--- config.mk ---
export PLATFORM = sky130hd
export DESIGN_NAME = mgsv_queue
export DESIGN_NICKNAME = d
export VERILOG_FILES = /design/src/rtl/core/mgsv_pkg.sv /design/src/rtl/core/mgsv_queue.sv
export SDC_FILE = /design/constraint.sdc
export NUM_CORES = 1
export LEC_CHECK = 0
export BUFFER_PORTS_ARGS = -buffer_cell sky130_fd_sc_hd__buf_2
export CAP_MARGIN = 20
export CORE_AREA = 4 4 129 131
export DETAILED_ROUTE_END_ITERATION = 8
export DIE_AREA = 0 0 133 135
export PLACE_DENSITY = 0.66
export SETUP_SLACK_MARGIN = 0.15
export SYNTH_ARGS = -nofsm -noshare
export SYNTH_HDL_FRONTEND = slang
export SYNTH_SLANG_ARGS = --single-unit
--- constraint.sdc ---
create_clock -name clk -period 2.8 [get_ports clk]
set_input_delay 0.14 -clock clk [delete_from_list [all_inputs] [get_ports clk]]
set_output_delay 0.14 -clock clk [all_outputs]
set_load 0.1 [all_outputs]
--- src/rtl/core/mgsv_pkg.sv ---
// Shared constants, types and elaboration-time table builders for the sine voice.
package mgsv_pkg;

  localparam int SAMPLE_RATE    = 44100;
  localparam int PHASE_BITS     = 32;
  localparam int SINE_ADDR_BITS = 10;
  localparam int SAMPLE_BITS    = 16;
  localparam int AMP_BITS       = 15;
  localparam int NOTE_BITS      = 7;
  localparam int HELD_BITS      = 8;
  localparam int NUM_NOTES      = 1 << NOTE_BITS;
  localparam int SINE_SIZE      = 1 << SINE_ADDR_BITS;
  localparam int QUARTER_BITS   = SINE_ADDR_BITS - 2;
  localparam int QUARTER        = 1 << QUARTER_BITS;
  localparam int FULL_SCALE     = (1 << (SAMPLE_BITS - 1)) - 1;
  localparam int PROD_BITS      = SAMPLE_BITS + AMP_BITS;

  localparam int QUEUE_DEPTH    = 4;
  localparam int QUEUE_PTR_BITS = 2;
  localparam int QUEUE_LVL_BITS = QUEUE_PTR_BITS + 1;

  localparam logic [AMP_BITS-1:0]  AMP_RESET = AMP_BITS'(13107);
  localparam logic [HELD_BITS-1:0] NO_NOTE   = '1;

  localparam logic [63:0] DEC18       = 64'd1000000000000000000;
  localparam logic [63:0] HALF_PI_Q30 = 64'd1686629713;

  typedef enum logic [1:0] {
    OP_TICK     = 2'd0,
    OP_NOTE_ON  = 2'd1,
    OP_NOTE_OFF = 2'd2,
    OP_UNUSED   = 2'd3
  } opcode_t;

  typedef enum logic [1:0] {
    CMD_TICK     = 2'd0,
    CMD_NOTE_ON  = 2'd1,
    CMD_NOTE_OFF = 2'd2
  } cmd_kind_t;

  typedef struct packed {
    cmd_kind_t              kind;
    logic [NOTE_BITS-1:0]   note;
    logic [PHASE_BITS-1:0]  step;
  } cmd_t;

  typedef struct packed {
    logic                      full;
    logic                      empty;
    logic [QUEUE_LVL_BITS-1:0] level;
  } qstat_t;

  typedef logic [NUM_NOTES-1:0][PHASE_BITS-1:0] step_rom_t;
  typedef logic [SINE_SIZE-1:0][SAMPLE_BITS-1:0] sine_rom_t;

  // 2^(s/12) scaled by 10^18 and truncated.
  function automatic logic [63:0] semitone_ratio(input int s);
    logic [63:0] r;
    case (s)
      0:       r = 64'd1000000000000000000;
      1:       r = 64'd1059463094359295264;
      2:       r = 64'd1122462048309372981;
      3:       r = 64'd1189207115002721066;
      4:       r = 64'd1259921049894873164;
      5:       r = 64'd1334839854170034364;
      6:       r = 64'd1414213562373095048;
      7:       r = 64'd1498307076876681498;
      8:       r = 64'd1587401051968199474;
      9:       r = 64'd1681792830507429086;
      10:      r = 64'd1781797436280678609;
      default: r = 64'd1887748625363386993;
    endcase
    return r;
  endfunction

  // Restoring long division, used only while building the tables.
  function automatic logic [127:0] udiv128(input logic [127:0] n, input logic [127:0] d);
    logic [127:0] rem;
    logic [127:0] q;
    rem = '0;
    q   = '0;
    for (int b = 127; b >= 0; b--) begin
      rem = {rem[126:0], n[b]};
      if (rem >= d) begin
        rem  = rem - d;
        q[b] = 1'b1;
      end
    end
    return q;
  endfunction

  function automatic step_rom_t build_step_rom();
    step_rom_t    rom;
    logic [127:0] den;
    logic [127:0] num;
    int           t;
    int           shift;
    den = 128'(SAMPLE_RATE) * 128'(DEC18);
    for (int n = 0; n < NUM_NOTES; n++) begin
      t     = n + 3;
      shift = PHASE_BITS + t / 12 - 6;
      num   = (128'(440) * 128'(semitone_ratio(t % 12))) << shift;
      num   = (num << 1) + den;
      rom[n] = PHASE_BITS'(udiv128(num, den << 1));
    end
    return rom;
  endfunction

  // sin(pi/2 * q / QUARTER) in Q30 from a truncated Taylor series.
  function automatic logic [63:0] quarter_sine_q30(input logic [63:0] q);
    logic [63:0]        x;
    logic [63:0]        x2;
    logic [63:0]        term;
    logic signed [63:0] sum;
    x    = (q * HALF_PI_Q30) >> QUARTER_BITS;
    x2   = (x * x) >> 30;
    term = x;
    sum  = $signed(x);
    for (int k = 1; k <= 8; k++) begin
      term = 64'(udiv128(128'((term * x2) >> 30), 128'((2 * k) * (2 * k + 1))));
      if ((k & 1) != 0) begin
        sum = sum - $signed(term);
      end else begin
        sum = sum + $signed(term);
      end
    end
    return sum[63] ? 64'd0 : 64'(sum);
  endfunction

  function automatic sine_rom_t build_sine_rom();
    sine_rom_t   rom;
    int          quad;
    int          qpos;
    int          arg;
    logic [63:0] s;
    logic [63:0] mag;
    for (int i = 0; i < SINE_SIZE; i++) begin
      quad = i >> QUARTER_BITS;
      qpos = i & (QUARTER - 1);
      arg  = ((quad & 1) != 0) ? (QUARTER - qpos) : qpos;
      s    = quarter_sine_q30(64'(arg));
      mag  = (s * 64'(FULL_SCALE) + (64'd1 << 29)) >> 30;
      if (mag > 64'(FULL_SCALE)) begin
        mag = 64'(FULL_SCALE);
      end
      rom[i] = ((quad & 2) != 0) ? SAMPLE_BITS'(64'd0 - mag) : SAMPLE_BITS'(mag);
    end
    return rom;
  endfunction

endpackage

--- src/rtl/core/mgsv_queue.sv ---
// Small command queue between the front end and the back end.
module mgsv_queue (
  input  logic             clk,
  input  logic             rst_n,
  input  logic             push,
  input  mgsv_pkg::cmd_t   push_cmd,
  input  logic             pop,
  output mgsv_pkg::cmd_t   head,
  output mgsv_pkg::qstat_t stat
);
  import mgsv_pkg::*;

  cmd_t                      mem_r [QUEUE_DEPTH];
  logic [QUEUE_PTR_BITS-1:0] wr_ptr_r, wr_ptr_nxt;
  logic [QUEUE_PTR_BITS-1:0] rd_ptr_r, rd_ptr_nxt;
  logic [QUEUE_LVL_BITS-1:0] level_r, level_nxt;
  logic                      do_push;
  logic                      do_pop;

  assign stat.level = level_r;
  assign stat.full  = (level_r == QUEUE_LVL_BITS'(QUEUE_DEPTH));
  assign stat.empty = (level_r == '0);
  assign head       = mem_r[rd_ptr_r];

  assign do_push = push && !stat.full;
  assign do_pop  = pop && !stat.empty;

  always_comb begin
    wr_ptr_nxt = do_push ? wr_ptr_r + 1'b1 : wr_ptr_r;
    rd_ptr_nxt = do_pop ? rd_ptr_r + 1'b1 : rd_ptr_r;
    level_nxt  = level_r;
    if (do_push && !do_pop) begin
      level_nxt = level_r + 1'b1;
    end else if (do_pop && !do_push) begin
      level_nxt = level_r - 1'b1;
    end
  end

  always_ff @(posedge clk) begin
    if (!rst_n) begin
      wr_ptr_r <= '0;
      rd_ptr_r <= '0;
      level_r  <= '0;
    end else begin
      wr_ptr_r <= wr_ptr_nxt;
      rd_ptr_r <= rd_ptr_nxt;
      level_r  <= level_nxt;
    end
  end

  always_ff @(posedge clk) begin
    if (do_push) begin
      mem_r[wr_ptr_r] <= push_cmd;
    end
  end

endmodule

# == Word level (Yosys, flattened, before mapping) ==
# Memory sizes are Yosys's and may differ from the RTL's. A register that Yosys moved wholly into a read port is not among the register bits.
# Cells that the tools add are included.
# totals
wordCells,25
reg_bits,7
ram_bits,164
input_bits,45
n_memories,1
out_inout_bits,46
# mem_list
memory,depth,word_bits,read_ports,rd_ports_with_merged_regs,write_ports,line,rtl
mem_r,4,41,1,1,1,mgsv_queue.sv:13,cmd_t mem_r [QUEUE_DEPTH];
# classes
mux,6
n_reduce_logical,10
eq_ne,1
addsub,4
# op_table
cell,count
2-to-1 mux 3 bit,2
adder 2 x 1 -> 2 bit (second input constant),2
logical AND 1 bit,4
logical NOT 1 bit,4
2-to-1 mux 2 bit,2
adder 3 x 1 -> 3 bit (second input constant),1
== test 3 bit (second input constant),1
logical NOT 3 bit,1
subtractor 3 x 1 -> 3 bit (second input constant),1
2-to-1 mux 1 bit,2
nonzero test 2 bit,1

# == Depth between registers and ports, before layout ==
# Gate-level depths: netlist (run 1).
# depth
word_depth,7
depth_mapped,9
depth_no_buf,8

# == Worst setup path before layout (run 1) ==
# OpenSTA, ideal clock, no wires.
# synth_path
kind,register to register
start,reg level_r[2]
end,"mem mem_r[0][0] (netlist name), enable pin"
path_stages_with_launch,5
setup_ns,0.446
arrival_time_ns,3.318
t_required_ns,2.354
synth_period_minus_slack_ns,3.764
slack_ns,-0.964
path_buffers,1
path_cell_list,dfxtp_1 nor3b_2 nor2b_1 buf_6 and2_1
# synth_lines
element,line,rtl
"start, declared",mgsv_queue.sv:16,"logic [QUEUE_LVL_BITS-1:0] level_r, level_nxt;"
"start signal, assigned",mgsv_queue.sv:47,level_r <= level_nxt;
"end, declared",mgsv_queue.sv:13,

==> results of run 1 <==
-- metrics by stage --
stage / hold WS, ns / worst slack (ns)
final: 0.0473 / 0.451
after global routing: 0.0534 / 0.308
after CTS: 0.0314 / 0.372
after detailed placement: 0.355 / 0.818
after global placement: 0.350 / 0.868
after floorplan: 0.239 / 0.107
-- cells by family after synthesis --
logic type               Yosys count  share of synthesized area
AO/OA/AOI/OAI                      4                    0.00523
XOR/XNOR                           4                    0.00543
adder cells (fa/ha/maj)            6                     0.0128
buffers and inverters             15                     0.0219
flip-flops                       173                      0.791
multiplexers                      44                      0.148
AND/OR/NAND/NOR                   17                     0.0157
-- sequential cells by signal, indices dropped and copies added, names as in the netlist, named ones only --
register and flops:
mem_r 164, level_r 3, rd_ptr_r 2, wr_ptr_r 2
-- what timing repair did --
action / in CTS / in global routing
hold buffers: 41 / 0
buffers inserted: 0 / 0
hold endpoints to repair: 164 / 0
-- metal layers --
layer / global-route usage / up-vias / share of wire / routed length (µm)
met1: 0.167 / 1573 / 0.42 / 4770
li1: - / 1404 / - / -
met2: 0.228 / 77 / 0.52 / 5930
met4: 0.0606 / 2 / 0.014 / 164
met3: 0.0399 / 15 / 0.047 / 533
met5: 0 / - / 0.00061 / 7
-- path summary, 6_finish.rpt --
| kind | startpoint | endpoint | slack [ns] | cells after the start |
|---|---|---|---|---|
| min reg2reg | wr_ptr_r[1] | wr_ptr_r[1] | 0.49 | 2 |
| max reg2reg | level_r[1] | level_r[2] | 0.82 | 7 |
| max | flip-flop | head[33] | 0.45 | 3 |
| min | rst_n | level_r[1] | 0.05 | 2 |
-- area by class of cell --
type | instances | area [µm²] | area share
tap | 216 | 270 | 0.0328
inverter | 3 | 11.3 | 0.00137
clock inverter | 12 | 123 | 0.0149
timing repair buffer | 144 | 1020 | 0.124
sequential | 173 | 5120 | 0.622
clock buffer | 20 | 447 | 0.0543
multi-input combinational | 75 | 1240 | 0.151
-- cells in the final DEF (no fill, tap or decap), drive strengths merged --
cell,instances
clkbuf,20
ha,5
or3,1
edfxtp,164
o21ai,1
mux4,41
nand2,4
a21boi,1
xnor2,3
o31ai,1
mux2i,3
o311ai,1
buf,103
bufinv,2
nor3,1
nor2b,2
xor2,1
nor3b,1
clkinvlp,5
dfxtp,9
dlygate4sd3,41
fa,1
and2,8
clkinv,5
inv,3
-- synthesized netlist by cell type --
library cell,n,area share
mux4_2,40,0.14
buf_6,2,0.0035
nor3b_2,1,0.0019
o31ai_2,1,0.0019
o311ai_1,1,0.0014
xnor2_1,3,0.0041
or3_1,1,0.00097
inv_1,3,0.0017
a21boi_0,1,0.0012
edfxtp_1,164,0.76
mux4_1,1,0.0041
dfxtp_1,9,0.028
fa_1,1,0.0031
clkbuf_1,1,0.00058
xor2_1,1,0.0014
nor3_1,1,0.00077
buf_1,1,0.00058
mux2i_1,3,0.0047
ha_1,5,0.0097
o21ai_0,1,0.00077
buf_2,4,0.0031
buf_12,4,0.012
and2_1,8,0.0078
nor2b_1,2,0.0019
nand2_1,4,0.0023
==> flow_metrics.py, run 1 <==
metrics = {
    "run_status": {
        "outcome": "finished clean",
    },
    "layout": {
        "syn2layout_area_growth_pct": 27.5,
        "final_core_util": 0.528,
        "layout.nets": 465,
        "drive_above_1_share": 0.440,
        "design_area_um2": 8230,
        "final_cells": 643,
        "diodes": 0,
        "n_fill_cell": 1234,
    },
    "placed_design": {
        "port-buffer-count": 90,
        "place_hpwl_um": 7240,
        "gp_congestion": 0.702,
        "place_area_um2": 7250,
        "post-place-cells": 570,
    },
    "floorplanning": {
        "num_io_pins": 91,
        "row_count": 46,
        "core_um2": 15600,
        "die_w_um": 133,
        "start_util": 0.414,
        "die_h_um": 135,
        "die_area_um2": 18000,
    },
    "route": {
        "via_count": 3071,
        "wire_per_inst_um": 17.7,
        "via_per_inst": 4.78,
        "drc": 0,
        "drtPass1Iterations": 4,
        "antenna_left": 0,
        "drt-total-wl_um": 11400,
        "drt_iter0_drc": 177,
    },
    "synthesis": {
        "synth_nets": 314,
        "syn_area_um2": 6460,
        "synth_seq_cells": 173,
        "post_synth_num_cell_types": 25,
        "syn_area_per_cell_um2": 24.5,
        "ys_warn_count": 0,
        "yosysSeqAreaShare": 0.791,
        "synthCells": 263,
    },
    "clocking": {
        "h-tree-depth": 4,
        "cts_tree": "built",
        "cts_resized": 0,
        "numCtsBuffers": 17,
        "clock_latency_ns": 0.42,
        "clockRootBuffer": "clkbuf_16",
        "clk_pin_slew_worst_paths_ns": 0.06,
        "clk_path_buf_depth": 2,
        "cts.sinks": 173,
    },
    "setup_path": {
        "crit_path_cell_trace": "buf_4 -> mux4_2 -> buf_2",
        "cp.required_ns": 2.66,
        "path_delay_family": "flip-flops",
        "crit_buf_inv": 2,
        "endpoint_kind": "primary output",
        "critPathMaxFanout": 20,
        "critPathKind": "flip-flop to primary output",
        "cpMaxStageDelayCell": "dfxtp_4",
        "cpPeakStageDelay_ns": 0.63,
        "cp.arrival_ns": 2.21,
        "startpoint_type": "flip-flop",
    },
    "grt": {
        "first_global_vias": 3396,
        "grt_pass1_wl_um": 18300,
        "overflow": 0,
        "grt_usage": 0.137,
        "antenna_found_initial": 1,
        "grt_max_degree": 26,
    },
    "sta": {
        "slew_headroom": 0.603,
        "min_period_over_period": 0.839,
        "rsz0062_at_grt": "no",
        "fmax_mhz": 426,
        "fin_tns_setup_ns": 0,
        "setup_viol": 0,
        "finalHoldViolations": 0,
        "worstMarginPinSlew_ns": 0.595,
        "min_period_ns": 2.35,
        "drv_slew": 0,
        "clock_skew_ns": 0.00875,
    },
    "hold_path": {
        "hold_class": "input port to flip-flop",
    },
    "flow_run": {
        "maxCapViolations": 0,
    },
}
Power of run 1 is not shown: default switching activity piles up to over one toggle a cycle in this logic, so the estimate is an artifact.
==> run 2: changes to the inputs <==
--- a/config.mk
+++ b/config.mk
@@ -5,12 +5,13 @@
 export SDC_FILE = /design/constraint.sdc
 export NUM_CORES = 1
 export LEC_CHECK = 0
+export ABC_AREA = 1
 export BUFFER_PORTS_ARGS = -buffer_cell sky130_fd_sc_hd__buf_2
 export CAP_MARGIN = 20
-export CORE_AREA = 4 4 129 131
+export CORE_AREA = 4 4 131 133
 export DETAILED_ROUTE_END_ITERATION = 8
-export DIE_AREA = 0 0 133 135
-export PLACE_DENSITY = 0.66
+export DIE_AREA = 0 0 135 137
+export PLACE_DENSITY = 0.65
 export SETUP_SLACK_MARGIN = 0.15
 export SYNTH_ARGS = -nofsm -noshare
 export SYNTH_HDL_FRONTEND = slang
==> constraint.sdc (replaced) <==
create_clock -name clk -period 2.26 [get_ports clk]
set_input_delay 0.113 -clock clk [delete_from_list [all_inputs] [get_ports clk]]
set_output_delay 0.113 -clock clk [all_outputs]
set_load 0.1 [all_outputs]
==> flow_metrics.py, run 2 <==
metrics = {
    "route": {
        "via_count": 4237,
        "top_layer_used": "met4",
        "wire_per_inst_um": 17.1,
        "antenna_left": 0,
        "via_per_inst": 5.07,
        "dr_wl_met2_um": 7300,
        "drc": 0,
        "m1WireLength_um": 6080,
        "drt-total-wl_um": 14300,
        "drtPass1Iterations": 4,
        "drt_iter0_drc": 220,
        "dr_wl_met3_um": 686,
    },
    "layout": {
        "final_core_util": 0.583,
        "reg_top3": "mem_r x164, level_r x3",
        "multiInputGateArea_um2": 1520,
        "layout_common_cells": "164 x edfxtp_1, 92 x nor2_1, 49 x buf_2",
        "drive_above_1_share": 0.300,
        "largest_reg_flops": 164,
        "final_common_cell": "edfxtp_1",
        "regMostFlops": "mem_r",
        "register_area_um2": 5120,
        "layout.nets": 657,
        "syn2layout_area_growth_pct": 40.6,
        "n_fill_cell": 1234,
    },
    "setup_path": {
        "endpoint_kind": "primary output",
        "critPathMaxFanout": 35,
        "r2r-end": "level_r[1]",
        "rr_worst_depth": 9,
        "cp.required_ns": 2.15,
        "startpoint_type": "flip-flop",
        "cp.arrival_ns": 1.88,
        "critPathKind": "flip-flop to primary output",
        "rr_startpoint": "level_r[1]",
        "r2r_setup_slack_ns": 0.27,
    },
    "clocking": {
        "post-cts-setup-buffers": 0,
        "numCtsBuffers": 17,
        "clk_pin_slew_worst_paths_ns": 0.06,
        "clk_path_buf_depth": 2,
        "clockRootBuffer": "clkbuf_16",
        "h-tree-depth": 4,
        "clock_latency_ns": 0.42,
        "cts.sinks": 173,
        "cts_tree": "built",
    },
    "synthesis": {
        "synth_top_area_cell": "edfxtp_1",
        "synthFlopType": "edfxtp_1",
        "yosysTopAreaCellShare": 0.750,
        "synth_seq_cells": 173,
        "synth.area.top_cells": "edfxtp_1 75%, nor2_1 5.5%, o22ai_1 3.9%",
        "synthTopCellsByCount": "164 x edfxtp_1, 96 x nor2_1, 47 x o21ai_1, 41 x o22ai_1, 36 x o21ai_0",
        "async_reset_ff_frac": 0,
        "synth_edf_count": 164,
        "ys_warn_count": 0,
        "synth_nets": 517,
        "synthMuxAreaShare": 0,
        "synthCells": 466,
        "syn_area_per_cell_um2": 14.1,
        "synth_top_family_by_area": "compound AO/OA/AOI/OAI gates",
        "synth-simple-area-share": 0.0681,
        "synth_compound_area_frac": 0.105,
        "syn_area_um2": 6560,
        "post_synth_num_cell_types": 19,
        "synth-adder-area-share": 0.0126,
        "yosysSeqAreaShare": 0.778,
        "synth_most_common_cell": "edfxtp_1",
        "synthXorXnorAreaFrac": 0.00133,
    },
    "sta": {
        "drv_slew": 0,
        "min_period_ns": 1.99,
        "worstMarginPinSlew_ns": 0.490,
        "fin_tns_setup_ns": 0,
        "setup_viol": 0,
        "min_period_over_period": 0.882,
        "rsz0062_at_grt": "no",
        "finalHoldViolations": 0,
        "slew_headroom": 0.675,
        "clock_skew_ns": 0.00541,
        "fmax_mhz": 502,
    },
    "placed_design": {
        "port-buffer-count": 90,
        "gp_congestion": 0.781,
        "place_hpwl_um": 8320,
    },
    "pwr": {
        "power.total_mw": 13.3,
        "p_per_area_nw_per_um2": 1450,
        "vdd_drop_max_v": 0.000973,
        "leakagePower_nw": 3.32,
    },
    "grt": {
        "grt_pass1_wl_um": 22800,
        "grt_max_degree": 83,
        "grt_usage": 0.163,
        "overflow": 0,
        "antenna_found_initial": 1,
        "first_global_vias": 4394,
    },
    "floorplanning": {
        "start_util": 0.415,
        "die_w_um": 135,
        "die_h_um": 137,
        "row_count": 46,
        "num_io_pins": 91,
        "core_um2": 15800,
        "die_area_um2": 18500,
    },
    "run_status": {
        "outcome": "finished clean",
    },
    "flow_run": {
        "maxCapViolations": 0,
    },
    "hold_path": {
        "min_from": "push_cmd[21]",
        "holdPathStages": 2,
        "hold_path_end": "mem_r[3][21]",
        "hold_class": "input port to flip-flop",
    },
}
## run 2: cell count changes in the layout (fill, tap and decap cells not counted), moves of 9 or more
| cell | change |
|---|---|
| nand2_1 | +9 |
| mux4_2 | -40 |
| o21ai_0 | +35 |
| buf_2 | -41 |
| inv_1 | +14 |
| o21ai_1 | +47 |
| o22ai_2 | +41 |
| buf_12 | +43 |
| nor2_1 | +92 |
## run 2: worst max path at each step
stage          startpoint         end  cells past startpoint
2_1_floorplan  level_r[1]  level_r[2]                     13
6_report        flip-flop    head[14]                      5
3_5_place_dp   level_r[1]  level_r[1]                      9
4_1_cts        level_r[1]  level_r[1]                      9
5_1_grt        level_r[1]  level_r[1]                      9
3_3_place_gp   level_r[1]  level_r[1]                      9
## run 2: area by class of cell
class,count,area share
Timing Repair Buffer,146,0.183
Tap cell,216,0.0293
Multi-Input combinational cell,250,0.165
Sequential cell,173,0.555
Inverter,18,0.00746
Clock inverter,8,0.00624
Antenna cell,1,0.000271
Clock buffer,24,0.0544
## run 2: critical path, stage by stage, from the launching register on
cell     delay (ns)
dfxtp_2        0.34
inv_2          0.31
buf_12         0.25
o21ai_0        0.13
o22ai_2        0.20
buf_12         0.21
## run 2: cells by family (layout without fill, tap and decap cells)
group | count (synthesis) | after routing
fa+ha+maj | 6 | 6
compound gates | 127 | 127
simple gates | 116 | 116
xor+xnor | 1 | 1
other cells | 0 | 1
flops | 173 | 173
buf+inv | 43 | 196
## run 2: what timing repair did
item | CTS | global route
setup endpoints to repair | 0 | 5
hold endpoints to repair | 170 | 0
hold buffers | 44 | 0
resized for setup | 0 | 4
## run 2: power breakdown
group          leakage, nW  total (mW)  internal (mW)  switching, mW
sequential            1.58        4.02           3.91          0.108
combinational         1.48        6.63           2.08           4.55
clock                0.265        2.70           1.55           1.15
## run 2: routing by layer
layer,up-vias,global-route usage
met1,2105,0.197
met4,0,0.0571
met2,102,0.285
met5,-,0
li1,2004,-
met3,26,0.0408
## run 2: per-stage QoR
step                      instances  area (µm²)  hold slack (ns)  worst slack (ns)
after CTS                       835        9210            0.425             0.197
after floorplan                 466        6860            0.212             0.242
final                           836        9230            0.444             0.266
after global routing            836        9230            0.434             0.150
after detailed placement        759        8210            0.331             0.210
after global placement          759        8210            0.325             0.320
No activity file was read; power rests on OpenSTA's default activity.
==> run 3: changes to the inputs <==
--- a/config.mk
+++ b/config.mk
@@ -8,10 +8,10 @@
 export ABC_AREA = 1
 export BUFFER_PORTS_ARGS = -buffer_cell sky130_fd_sc_hd__buf_2
 export CAP_MARGIN = 20
-export CORE_AREA = 4 4 131 133
+export CORE_AREA = 4 4 142 144
 export DETAILED_ROUTE_END_ITERATION = 8
-export DIE_AREA = 0 0 135 137
-export PLACE_DENSITY = 0.65
+export DIE_AREA = 0 0 146 148
+export PLACE_DENSITY = 0.58
 export SETUP_SLACK_MARGIN = 0.15
 export SYNTH_ARGS = -nofsm -noshare
 export SYNTH_HDL_FRONTEND = slang
==> flow_metrics.py, run 3 (same netlist as run 2, synthesis figures left out) <==
metrics = {
    "clocking": {
        "numCtsBuffers": 17,
        "post-cts-setup-buffers": 0,
        "clockRootBuffer": "clkbuf_16",
        "cts.sinks": 173,
        "clk_pin_slew_worst_paths_ns": 0.07,
        "cts_tree": "built",
        "clock_latency_ns": 0.43,
        "h-tree-depth": 4,
        "clk_path_buf_depth": 2,
    },
    "grt": {
        "antenna_found_initial": 1,
        "grt_usage": 0.138,
        "grt_max_degree": 43,
        "grt_pass1_wl_um": 23000,
        "first_global_vias": 4285,
        "overflow": 0,
    },
    "pwr": {
        "leakagePower_nw": 3.18,
        "vdd_drop_max_v": 0.00124,
        "p_per_area_nw_per_um2": 1430,
        "power.total_mw": 12.6,
    },
    "setup_path": {
        "critPathMaxFanout": 33,
        "startpoint_type": "flip-flop",
        "cp.required_ns": 2.15,
        "crit_path_cell_trace": "buf_6 -> o21ai_1 -> o22ai_2 -> buf_4",
        "endpoint_kind": "primary output",
        "r2r_setup_slack_ns": 0.40,
        "cpMaxStageDelayCell": "dfxtp_4",
        "cp.arrival_ns": 1.88,
        "r2r-end": "level_r[1]",
        "cpPeakStageDelay_ns": 0.48,
        "rr_worst_depth": 9,
        "rr_startpoint": "level_r[1]",
        "critPathKind": "flip-flop to primary output",
    },
    "sta": {
        "finalHoldViolations": 0,
        "fmax_mhz": 502,
        "fin_tns_setup_ns": 0,
        "rsz0062_at_grt": "no",
        "setup_viol": 0,
        "min_period_over_period": 0.882,
        "drv_slew": 0,
        "worstMarginPinSlew_ns": 0.490,
        "slew_headroom": 0.675,
        "min_period_ns": 1.99,
        "clock_skew_ns": 0.0139,
        "fin_ws_ns": 0.267,
    },
    "layout": {
        "final_common_cell": "edfxtp_1",
        "layout.nets": 659,
        "multiInputGateArea_um2": 1510,
        "final_cells": 855,
        "drive_above_1_share": 0.297,
        "reg_top3": "mem_r x164, level_r x3",
        "regMostFlops": "mem_r",
        "n_fill_cell": 1664,
        "layout_common_cells": "164 x edfxtp_1, 92 x nor2_1, 49 x buf_2",
        "largest_reg_flops": 164,
        "register_area_um2": 5120,
        "syn2layout_area_growth_pct": 34.1,
    },
    "route": {
        "drc": 0,
        "dr_wl_met2_um": 7500,
        "drtPass1Iterations": 4,
        "drt-total-wl_um": 14700,
        "via_per_inst": 4.87,
        "drt_iter0_drc": 187,
        "wire_per_inst_um": 17.2,
        "dr_wl_met3_um": 695,
        "via_count": 4168,
        "antenna_left": 0,
        "top_layer_used": "met4",
        "m1WireLength_um": 6350,
    },
    "floorplanning": {
        "row_count": 50,
        "die_area_um2": 21600,
        "core_um2": 18700,
        "die_w_um": 146,
        "num_io_pins": 91,
        "die_h_um": 148,
        "start_util": 0.351,
    },
    "placed_design": {
        "dpl_worst_slack_ns": 0.427,
        "place_hpwl_um": 8580,
        "gp_congestion": 0.749,
        "port-buffer-count": 90,
        "post-place-cells": 779,
    },
    "run_status": {
        "outcome": "finished clean",
    },
    "hold_path": {
        "holdPathStages": 2,
        "hold_path_end": "mem_r[2][25]",
        "min_from": "push_cmd[25]",
        "hold_class": "input port to flip-flop",
    },
    "flow_run": {
        "maxCapViolations": 0,
    },
}
## run 3: cell types whose count changed in the layout (fill, tap and decap cells not counted), moves of 2 or more
cell	before	now
bufinv_16	0	4
clkinvlp_4	4	0
buf_12	48	7
buf_6	1	3
clkbuf_8	5	0
buf_4	4	44
## run 3: critical path, delay by kind of cell (launching register included)
family                 cells  cell delay [ns]
buffers and inverters      2             0.62
flip-flops                 1             0.48
AO/OA/AOI/OAI              2             0.34
## run 3: layer usage
layer	vias to the layer above	global-route usage
li1	2000	-
met1	2068	0.167
met2	87	0.241
met3	13	0.0411
met4	0	0.0395
met5	-	0
## run 3: repair_timing
| action | CTS | global route |
|---|---|---|
| gates resized for setup | 37 | 5 |
| hold endpoints to repair | 172 | 0 |
| hold buffers | 44 | 0 |
| pin swaps | 0 | 0 |
| endpoints found under the setup margin | 37 | 40 |
## run 3: worst max path at each step
stage | from | end | slack, ns
after floorplan | level_r[1] | level_r[2] | 0.24
after global placement | flip-flop | head[25] | 0.49
after detailed placement | level_r[1] | level_r[1] | 0.43
after CTS | flip-flop | head[25] | 0.12
after global routing | flip-flop | head[7] | 0.16
final | flip-flop | head[7] | 0.27
## run 3: stage by stage
step | area [µm²] | util | hold WS [ns]
after floorplan | 6860 | - | 0.212
after global placement | 7650 | 0.409 | 0.325
after detailed placement | 7650 | 0.409 | 0.332
after CTS | 8780 | 0.469 | 0.418
after global routing | 8800 | 0.471 | 0.433
final | 8800 | 0.471 | 0.446
## run 3: layout make-up
| cell class | count | share of cell area |
|---|---|---|
| multi-input cells | 250 | 0.172 |
| flip-flops and latches | 173 | 0.582 |
| diodes | 1 | 0.000284 |
| clock buffers | 20 | 0.0496 |
| well taps | 234 | 0.0333 |
| repair buffers | 148 | 0.137 |
| inverters | 18 | 0.00768 |
| clock inverters | 11 | 0.0188 |
## run 3: power breakdown
group | total, mW | switching [mW] | internal, mW
clock network | 2.97 | 1.13 | 1.84
registers | 4.05 | 0.135 | 3.91
logic | 5.59 | 4.33 | 1.25
total | 12.6 | 5.60 | 7.01
